### src/hdl/lscr_pkg.sv
// lscr_pkg: shared constants and types for the line-scan camera readout
// used by the channel interfaces, the sequencer and the top level
`timescale 1ns / 1ps

package lscr_pkg;

  localparam int PIXELS   = 128;
  localparam int LAST     = 2 * PIXELS;
  localparam int CNT_W    = $clog2(LAST + 1) + 1;
  localparam int IDX_W    = 7;
  localparam int SAMPLE_W = 16;

  typedef logic signed [CNT_W-1:0] cnt_t;

  localparam cnt_t CNT_START = cnt_t'(-2);
  localparam cnt_t CNT_SI_ON = cnt_t'(-1);
  localparam cnt_t CNT_SI_OFF = cnt_t'(1);
  localparam cnt_t CNT_STREAM = cnt_t'(2);
  localparam cnt_t CNT_LAST   = cnt_t'(LAST);

  typedef enum logic {
    FUNC_ARM  = 1'b0,
    FUNC_TICK = 1'b1
  } func_t;

  typedef struct packed {
    logic                cam_clk;
    logic                cam_si;
    logic                pixel_valid;
    logic [IDX_W-1:0]    pixel_index;
    logic [SAMPLE_W-1:0] pixel_value;
    logic                line_done;
  } result_t;

endpackage

### src/hdl/lscr_if.sv
// lscr_in_if / lscr_out_if: valid-ready channels for items and results
// depends on lscr_pkg
`timescale 1ns / 1ps

interface lscr_in_if;
  logic                          valid;
  logic                          ready;
  logic                          func;
  logic [lscr_pkg::SAMPLE_W-1:0] adc_sample;

  modport source (output valid, output func, output adc_sample, input ready);
  modport sink   (input valid, input func, input adc_sample, output ready);
endinterface

interface lscr_out_if;
  logic                          valid;
  logic                          ready;
  logic                          cam_clk;
  logic                          cam_si;
  logic                          pixel_valid;
  logic [lscr_pkg::IDX_W-1:0]    pixel_index;
  logic [lscr_pkg::SAMPLE_W-1:0] pixel_value;
  logic                          line_done;

  modport source (output valid, output cam_clk, output cam_si, output pixel_valid,
                  output pixel_index, output pixel_value, output line_done,
                  input ready);
  modport sink   (input valid, input cam_clk, input cam_si, input pixel_valid,
                  input pixel_index, input pixel_value, input line_done,
                  output ready);
endinterface

### src/hdl/lscr_seq.sv
// lscr_seq: readout sequencer state (phase counter, pin levels, armed flag)
// and the per-item result logic; depends on lscr_pkg
`timescale 1ns / 1ps

module lscr_seq (
  input  logic                          clk,
  input  logic                          rst_n,
  input  logic                          step_en,
  input  logic                          func,
  input  logic [lscr_pkg::SAMPLE_W-1:0] adc_sample,
  output lscr_pkg::result_t             res
);

  lscr_pkg::cnt_t cnt_r, cnt_nxt;
  logic           clk_lvl_r, clk_lvl_nxt;
  logic           si_r, si_nxt;
  logic           armed_r, armed_nxt;
  logic           tog;

  always_comb begin
    cnt_nxt     = cnt_r;
    clk_lvl_nxt = clk_lvl_r;
    si_nxt      = si_r;
    armed_nxt   = armed_r;
    tog         = ~clk_lvl_r;
    res         = '0;
    if (lscr_pkg::func_t'(func) == lscr_pkg::FUNC_ARM) begin
      armed_nxt = 1'b1;
    end else if (armed_r) begin
      clk_lvl_nxt = tog;
      if (cnt_r >= lscr_pkg::CNT_STREAM && cnt_r < lscr_pkg::CNT_LAST) begin
        if (!tog) begin
          res.pixel_valid = 1'b1;
          res.pixel_index = cnt_r[lscr_pkg::IDX_W:1];
          res.pixel_value = adc_sample;
        end
        cnt_nxt = cnt_r + lscr_pkg::cnt_t'(1);
      end else if (cnt_r < lscr_pkg::CNT_STREAM) begin
        if (cnt_r == lscr_pkg::CNT_SI_ON) begin
          si_nxt = 1'b1;
        end else if (cnt_r == lscr_pkg::CNT_SI_OFF) begin
          si_nxt          = 1'b0;
          res.pixel_valid = 1'b1;
          res.pixel_value = adc_sample;
        end
        cnt_nxt = cnt_r + lscr_pkg::cnt_t'(1);
      end else begin
        clk_lvl_nxt   = 1'b0;
        cnt_nxt       = lscr_pkg::CNT_START;
        res.line_done = 1'b1;
        armed_nxt     = 1'b0;
      end
    end
    res.cam_clk = clk_lvl_nxt;
    res.cam_si  = si_nxt;
  end

  always_ff @(posedge clk) begin
    if (!rst_n) begin
      cnt_r     <= lscr_pkg::CNT_START;
      clk_lvl_r <= 1'b0;
      si_r      <= 1'b0;
      armed_r   <= 1'b0;
    end else if (step_en) begin
      cnt_r     <= cnt_nxt;
      clk_lvl_r <= clk_lvl_nxt;
      si_r      <= si_nxt;
      armed_r   <= armed_nxt;
    end
  end

`ifndef ASSERT_OFF
  // disarm only through a finished line
  a_disarm_done: assert property (@(posedge clk) disable iff (!rst_n)
    $fell(armed_r) |-> $past(step_en && res.line_done))
    else $error("sequencer disarmed without line done");

  // counter stays at start while idle
  a_idle_cnt: assert property (@(posedge clk) disable iff (!rst_n)
    !armed_r |-> cnt_r == lscr_pkg::CNT_START)
    else $error("phase counter moved while idle");

  // si is high only between its raise and drop counts
  a_si_window: assert property (@(posedge clk) disable iff (!rst_n)
    si_r |-> armed_r && (cnt_r == lscr_pkg::CNT_SI_ON + lscr_pkg::cnt_t'(1)
                      || cnt_r == lscr_pkg::CNT_SI_OFF))
    else $error("si high outside its window");
`endif

endmodule

### src/hdl/line_scan_camera_readout.sv
// Line-scan camera readout: takes one item (arm or pixel-clock tick) per cycle and
// returns one result with the camera clock and SI levels, any captured pixel and
// line done. Each item passes through the combinational sequencer into the result
// register, so with out_ready held high a new item is accepted every cycle.
// Depends on lscr_pkg, lscr_in_if / lscr_out_if and lscr_seq.
`timescale 1ns / 1ps

module line_scan_camera_readout (
  input  logic              clk,
  input  logic              rst_n,
  lscr_in_if.sink           in_chan,
  lscr_out_if.source        out_chan
);

  lscr_pkg::result_t res;
  lscr_pkg::result_t res_r;
  logic              out_valid_r, out_valid_nxt;
  logic              step_en;

  assign in_chan.ready = !out_valid_r || out_chan.ready;
  assign step_en       = in_chan.valid && in_chan.ready;

  lscr_seq u_seq (
    .clk        (clk),
    .rst_n      (rst_n),
    .step_en    (step_en),
    .func       (in_chan.func),
    .adc_sample (in_chan.adc_sample),
    .res        (res)
  );

  always_comb begin
    out_valid_nxt = out_valid_r;
    if (step_en) begin
      out_valid_nxt = 1'b1;
    end else if (out_chan.ready) begin
      out_valid_nxt = 1'b0;
    end
  end

  always_ff @(posedge clk) begin
    if (!rst_n) begin
      out_valid_r <= 1'b0;
    end else begin
      out_valid_r <= out_valid_nxt;
    end
  end

  // result payload
  always_ff @(posedge clk) begin
    if (step_en) begin
      res_r <= res;
    end
  end

  assign out_chan.valid       = out_valid_r;
  assign out_chan.cam_clk     = res_r.cam_clk;
  assign out_chan.cam_si      = res_r.cam_si;
  assign out_chan.pixel_valid = res_r.pixel_valid;
  assign out_chan.pixel_index = res_r.pixel_index;
  assign out_chan.pixel_value = res_r.pixel_value;
  assign out_chan.line_done   = res_r.line_done;

`ifndef ASSERT_OFF
  // line done leaves the clock low and carries no pixel
  a_done_clk_low: assert property (@(posedge clk) disable iff (!rst_n)
    out_valid_r && res_r.line_done |-> !res_r.cam_clk && !res_r.pixel_valid)
    else $error("line done with clock high or pixel");

  // empty results carry zero pixel fields
  a_no_pixel_zero: assert property (@(posedge clk) disable iff (!rst_n)
    out_valid_r && !res_r.pixel_valid |-> res_r.pixel_index == '0
                                       && res_r.pixel_value == '0)
    else $error("pixel fields nonzero without a pixel");

  // a waiting result is not overwritten
  a_no_overwrite: assert property (@(posedge clk) disable iff (!rst_n)
    out_valid_r && !out_chan.ready |-> !step_en)
    else $error("item accepted over a waiting result");
`endif

endmodule

### src/flat_wrapper.sv
// flat-port wrapper written by rule: the top's interface ports become plain ports
module line_scan_camera_readout_flat 
  (clk, rst_n, in_chan_valid, in_chan_func, in_chan_adc_sample, in_chan_ready, out_chan_valid, out_chan_cam_clk, out_chan_cam_si, out_chan_pixel_valid, out_chan_pixel_index, out_chan_pixel_value, out_chan_line_done, out_chan_ready);
  lscr_in_if in_chan_i ();
  lscr_out_if out_chan_i ();
  input  logic clk;
  input  logic rst_n;
  input wire logic [$bits(in_chan_i.valid)-1:0] in_chan_valid;
  input wire logic [$bits(in_chan_i.func)-1:0] in_chan_func;
  input wire logic [$bits(in_chan_i.adc_sample)-1:0] in_chan_adc_sample;
  output wire logic [$bits(in_chan_i.ready)-1:0] in_chan_ready;
  output wire logic [$bits(out_chan_i.valid)-1:0] out_chan_valid;
  output wire logic [$bits(out_chan_i.cam_clk)-1:0] out_chan_cam_clk;
  output wire logic [$bits(out_chan_i.cam_si)-1:0] out_chan_cam_si;
  output wire logic [$bits(out_chan_i.pixel_valid)-1:0] out_chan_pixel_valid;
  output wire logic [$bits(out_chan_i.pixel_index)-1:0] out_chan_pixel_index;
  output wire logic [$bits(out_chan_i.pixel_value)-1:0] out_chan_pixel_value;
  output wire logic [$bits(out_chan_i.line_done)-1:0] out_chan_line_done;
  input wire logic [$bits(out_chan_i.ready)-1:0] out_chan_ready;
  assign in_chan_i.valid = in_chan_valid;
  assign in_chan_i.func = in_chan_func;
  assign in_chan_i.adc_sample = in_chan_adc_sample;
  assign in_chan_ready = in_chan_i.ready;
  assign out_chan_valid = out_chan_i.valid;
  assign out_chan_cam_clk = out_chan_i.cam_clk;
  assign out_chan_cam_si = out_chan_i.cam_si;
  assign out_chan_pixel_valid = out_chan_i.pixel_valid;
  assign out_chan_pixel_index = out_chan_i.pixel_index;
  assign out_chan_pixel_value = out_chan_i.pixel_value;
  assign out_chan_line_done = out_chan_i.line_done;
  assign out_chan_i.ready = out_chan_ready;
  line_scan_camera_readout u_core (.clk(clk), .rst_n(rst_n), .in_chan(in_chan_i), .out_chan(out_chan_i));
endmodule
### config.mk
export PLATFORM = sky130hd
export DESIGN_NAME = line_scan_camera_readout_flat
export DESIGN_NICKNAME = d
export VERILOG_FILES = /design/src/hdl/lscr_pkg.sv /design/src/hdl/lscr_if.sv /design/src/hdl/lscr_seq.sv /design/src/hdl/line_scan_camera_readout.sv /design/src/flat_wrapper.sv
export SDC_FILE = /design/constraint.sdc
export NUM_CORES = 1
export LEC_CHECK = 0
export ABC_AREA = 1
export BUFFER_PORTS_ARGS = -buffer_cell sky130_fd_sc_hd__buf_4
export CORE_MARGIN = 10
export CORE_UTILIZATION = 51
export CTS_CLUSTER_DIAMETER = 40
export CTS_CLUSTER_SIZE = 30
export DETAILED_ROUTE_END_ITERATION = 12
export HOLD_SLACK_MARGIN = 0.06
export PLACE_DENSITY = 0.78
export SETUP_SLACK_MARGIN = 0.05
export SKIP_LAST_GASP = 1
export SYNTH_ARGS = -nofsm -noshare
export SYNTH_HDL_FRONTEND = slang
export SYNTH_SLANG_ARGS = --single-unit
### constraint.sdc
create_clock -name clk -period 1.7 [get_ports clk]
set_input_delay 0 -clock clk [delete_from_list [all_inputs] [get_ports clk]]
set_output_delay 0 -clock clk [all_outputs]
set_load 0.01 [all_outputs]
==> metrics.cfg <==
[logic_synthesis]
synth_flop_cell=edfxtp_1
synth_area_leader_cell=edfxtp_1
synthTopCellsByCount=edfxtp_1 (27), inv_1 (22), nand2_1 (20)
yosys.area.top_type_share=0.438
synth.most_common_cell=edfxtp_1
async_flop_share=0
syn_nets=193
synth_edf_count=27
netlist_instances=170
synth_cell_types=30
ys_ff_latch=41
synth-seq-area-share=0.589
avgSynthCellArea_um2=10.9
syn-cell-area_um2=1850
ys_top_cells_by_area=edfxtp_1 (44%), dfxtp_1 (15%), a21boi_2 (7.3%)
ys_warn_count=0

[min_path]
hold_class=input port to flip-flop
whs_path_depth=4
min_to=u_core.u_seq.si_r$_SDFFE_PN0P_
worstHoldStart=rst_n

[power_and_ir_drop]
ir_worst_vdd_mv=0.597
p_total_mw=1.93
power_density_nw_per_um2=747
comb_power_share=0.117
clkPwrFrac=0.305
leakage_nw=1.20
switching_power_mw=0.402
pwr-share-seq=0.579
power.share.switching=0.209
intPower_mw=1.52

[sta]
finalCritPeriodShare=0.863
worst_slew_pin_slew_ps=445
clock_skew_ps=15.0
fin_crit_ps=1470
max_clock_freq_ghz=0.682
slew_headroom=0.703
tns_ps=0
grt_setup_unrepaired=no
worst_hold_slack_ps=467
finalHoldViolCount=0
drv_slew=0
setup_viol=0

[clock_network]
post_cts_buffers=0
numCtsBuffers=5
clock_path_buffers=2
clk_latency_ps=340
clockRootBuffer=clkbuf_4
cts_sinks=41
ctsHtreeMaxLevel=2
clkTransAtPathRegs_ps=110
cts_tree=built

[critical_path]
r2r_cells=8
required_ps=1810
crit_start=u_core.u_seq.cnt_r[8]$_SDFFE_PN1P_
end_kind=flip-flop
r2r_slack_ps=230
crit_arrival_ps=1580
startpoint_type=flip-flop
crit-reg2reg-launch=u_core.u_seq.cnt_r[8]$_SDFFE_PN1P_
path_max_fanout=18
setup.worst_path.class=flip-flop to flip-flop
r2r_end=u_core.out_chan.cam_si$_DFFE_PP_

[cells_and_area]
area_delta_synth_final_pct=39.1
final_util=0.755
final_nets=270
final_cells=293
n_antenna_cell=0
drive_gt1_frac=0.356

[global_routing]
gr-total-overflow=0
grt.total_usage=0.140
grt_pass1_vias=1420
grt_pass1_wl_um=7050
antenna_found_initial=0
grt_start_max_net_pins=31

[placed_design]
place.gp.congestion=0.832
placed_cells=265
dp_hpwl_um=2910
port_buffers=49

[route]
viasPerCell=5.00
routedWlPerCell_um=15.0
drc=0
drt_wl_total_um=4400
route.vias.total=1465
first_pass_iters=4
drt.antenna.violating_nets=0
drtIter0Drc=67

[floorplan]
rows=21
dieArea_um2=6440
die_height_um=80.3
io_pins=50
core_um2=3420
die_w_um=80.3
start_util=0.542

[job]
max_cap_violations=0

[outcome]
status=finished, final reports clean

repair_timing:
item,in CTS,in global routing
hold buffers,21,0
resized for setup,0,1
setup endpoints to repair,0,1
hold endpoints to repair,20,0
power by group through the flow:
stage	logic [mW]	clock network [mW]	registers [mW]
6_report	0.224	0.587	1.11
5_1_grt	0.241	0.650	1.12
4_1_cts	0.222	0.598	1.11
3_5_place_dp	0.181	0	1.14
3_3_place_gp	0.178	0	1.13
2_1_floorplan	0.0559	0	1.15
registers in the layout, indices dropped and copies added (netlist names):
name                         cells
u_core.u_seq.armed_r             1
u_core.u_seq.si_r                1
u_core.u_seq.cnt_r              10
u_core.out_chan.valid            1
u_core.out_chan.cam_clk          1
u_core.out_chan.line_done        1
u_core.u_seq.clk_lvl_r           1
u_core.out_chan.cam_si           1
u_core.out_chan.pixel_value     16
u_core.out_chan.pixel_index      7
u_core.out_chan.pixel_valid      1
logic make-up after synthesis:
family | count (synthesis) | share of synthesized area
compound gates | 35 | 0.148
xor+xnor | 1 | 0.00473
fa+ha+maj | 2 | 0.0135
buf+inv | 27 | 0.0655
flops | 41 | 0.589
simple gates | 64 | 0.180
cell usage in the layout (no fill, tap or decap), types with 2 or more instances in the layout:
| master | synthesis | layout |
|---|---|---|
| a21boi_0 | 4 | 3 |
| a21boi_2 | 12 | 12 |
| a21oi_1 | 7 | 7 |
| buf_12 | 0 | 2 |
| buf_4 | 0 | 50 |
| clkbuf_4 | 0 | 5 |
| dfxtp_1 | 14 | 14 |
| dlygate4sd3_1 | 0 | 21 |
| edfxtp_1 | 27 | 27 |
| ha_1 | 2 | 2 |
| inv_1 | 22 | 22 |
| inv_2 | 2 | 2 |
| nand2_1 | 20 | 20 |
| nand2_2 | 4 | 4 |
| nand3_1 | 9 | 9 |
| nand3_2 | 2 | 2 |
| nand4_1 | 2 | 2 |
| nor2_1 | 17 | 17 |
| nor2_4 | 5 | 5 |
| o211ai_1 | 2 | 2 |
| o21ai_0 | 6 | 6 |
layout make-up:
cell class	instances	area (µm²)
clock inverters	2	35.0
repair buffers	73	626
well taps	46	57.6
flip-flops and latches	41	1090
inverters	24	90.1
clock buffers	5	37.5
multi-input cells	102	641
fillers	233	838
worst max path at each step:
stage | endpoint | slack (ps) | cells past startpoint
2_1_floorplan | u_core.out_chan.cam_clk$_DFFE_PP_ | 170 | 3
3_3_place_gp | u_core.out_chan.cam_si$_DFFE_PP_ | 290 | 8
3_5_place_dp | u_core.out_chan.pixel_value[0]$_SDFFCE_PN0P_ | 230 | 6
4_1_cts | u_core.out_chan.pixel_value[0]$_SDFFCE_PN0P_ | 220 | 6
5_1_grt | u_core.out_chan.cam_si$_DFFE_PP_ | 60 | 8
6_report | u_core.out_chan.cam_si$_DFFE_PP_ | 230 | 8
worst max-delay path: stages (launching register included):
cell,delay (ps)
dfxtp_1,400
nor2_4,130
nand3_2,100
nor2_4,120
nor2_4,50
nor2_4,90
nand2_4,170
nand2_1,130
inv_1,50
routing by layer:
metal | global-route usage | vias up | part of all wire
met5 | 0 | - | 0
met4 | 0.0475 | 0 | 0.013
met3 | 0.0590 | 4 | 0.085
met2 | 0.241 | 53 | 0.51
met1 | 0.150 | 685 | 0.39
li1 | - | 723 | -
metrics by stage:
step                      setup slack [ps]  area, µm²
after floorplan                        171       1850
after global placement                 286       2290
after detailed placement               235       2290
after CTS                              219       2580
after global routing                  58.3       2580
final                                  234       2580
Power figures use the tool's default switching activity.
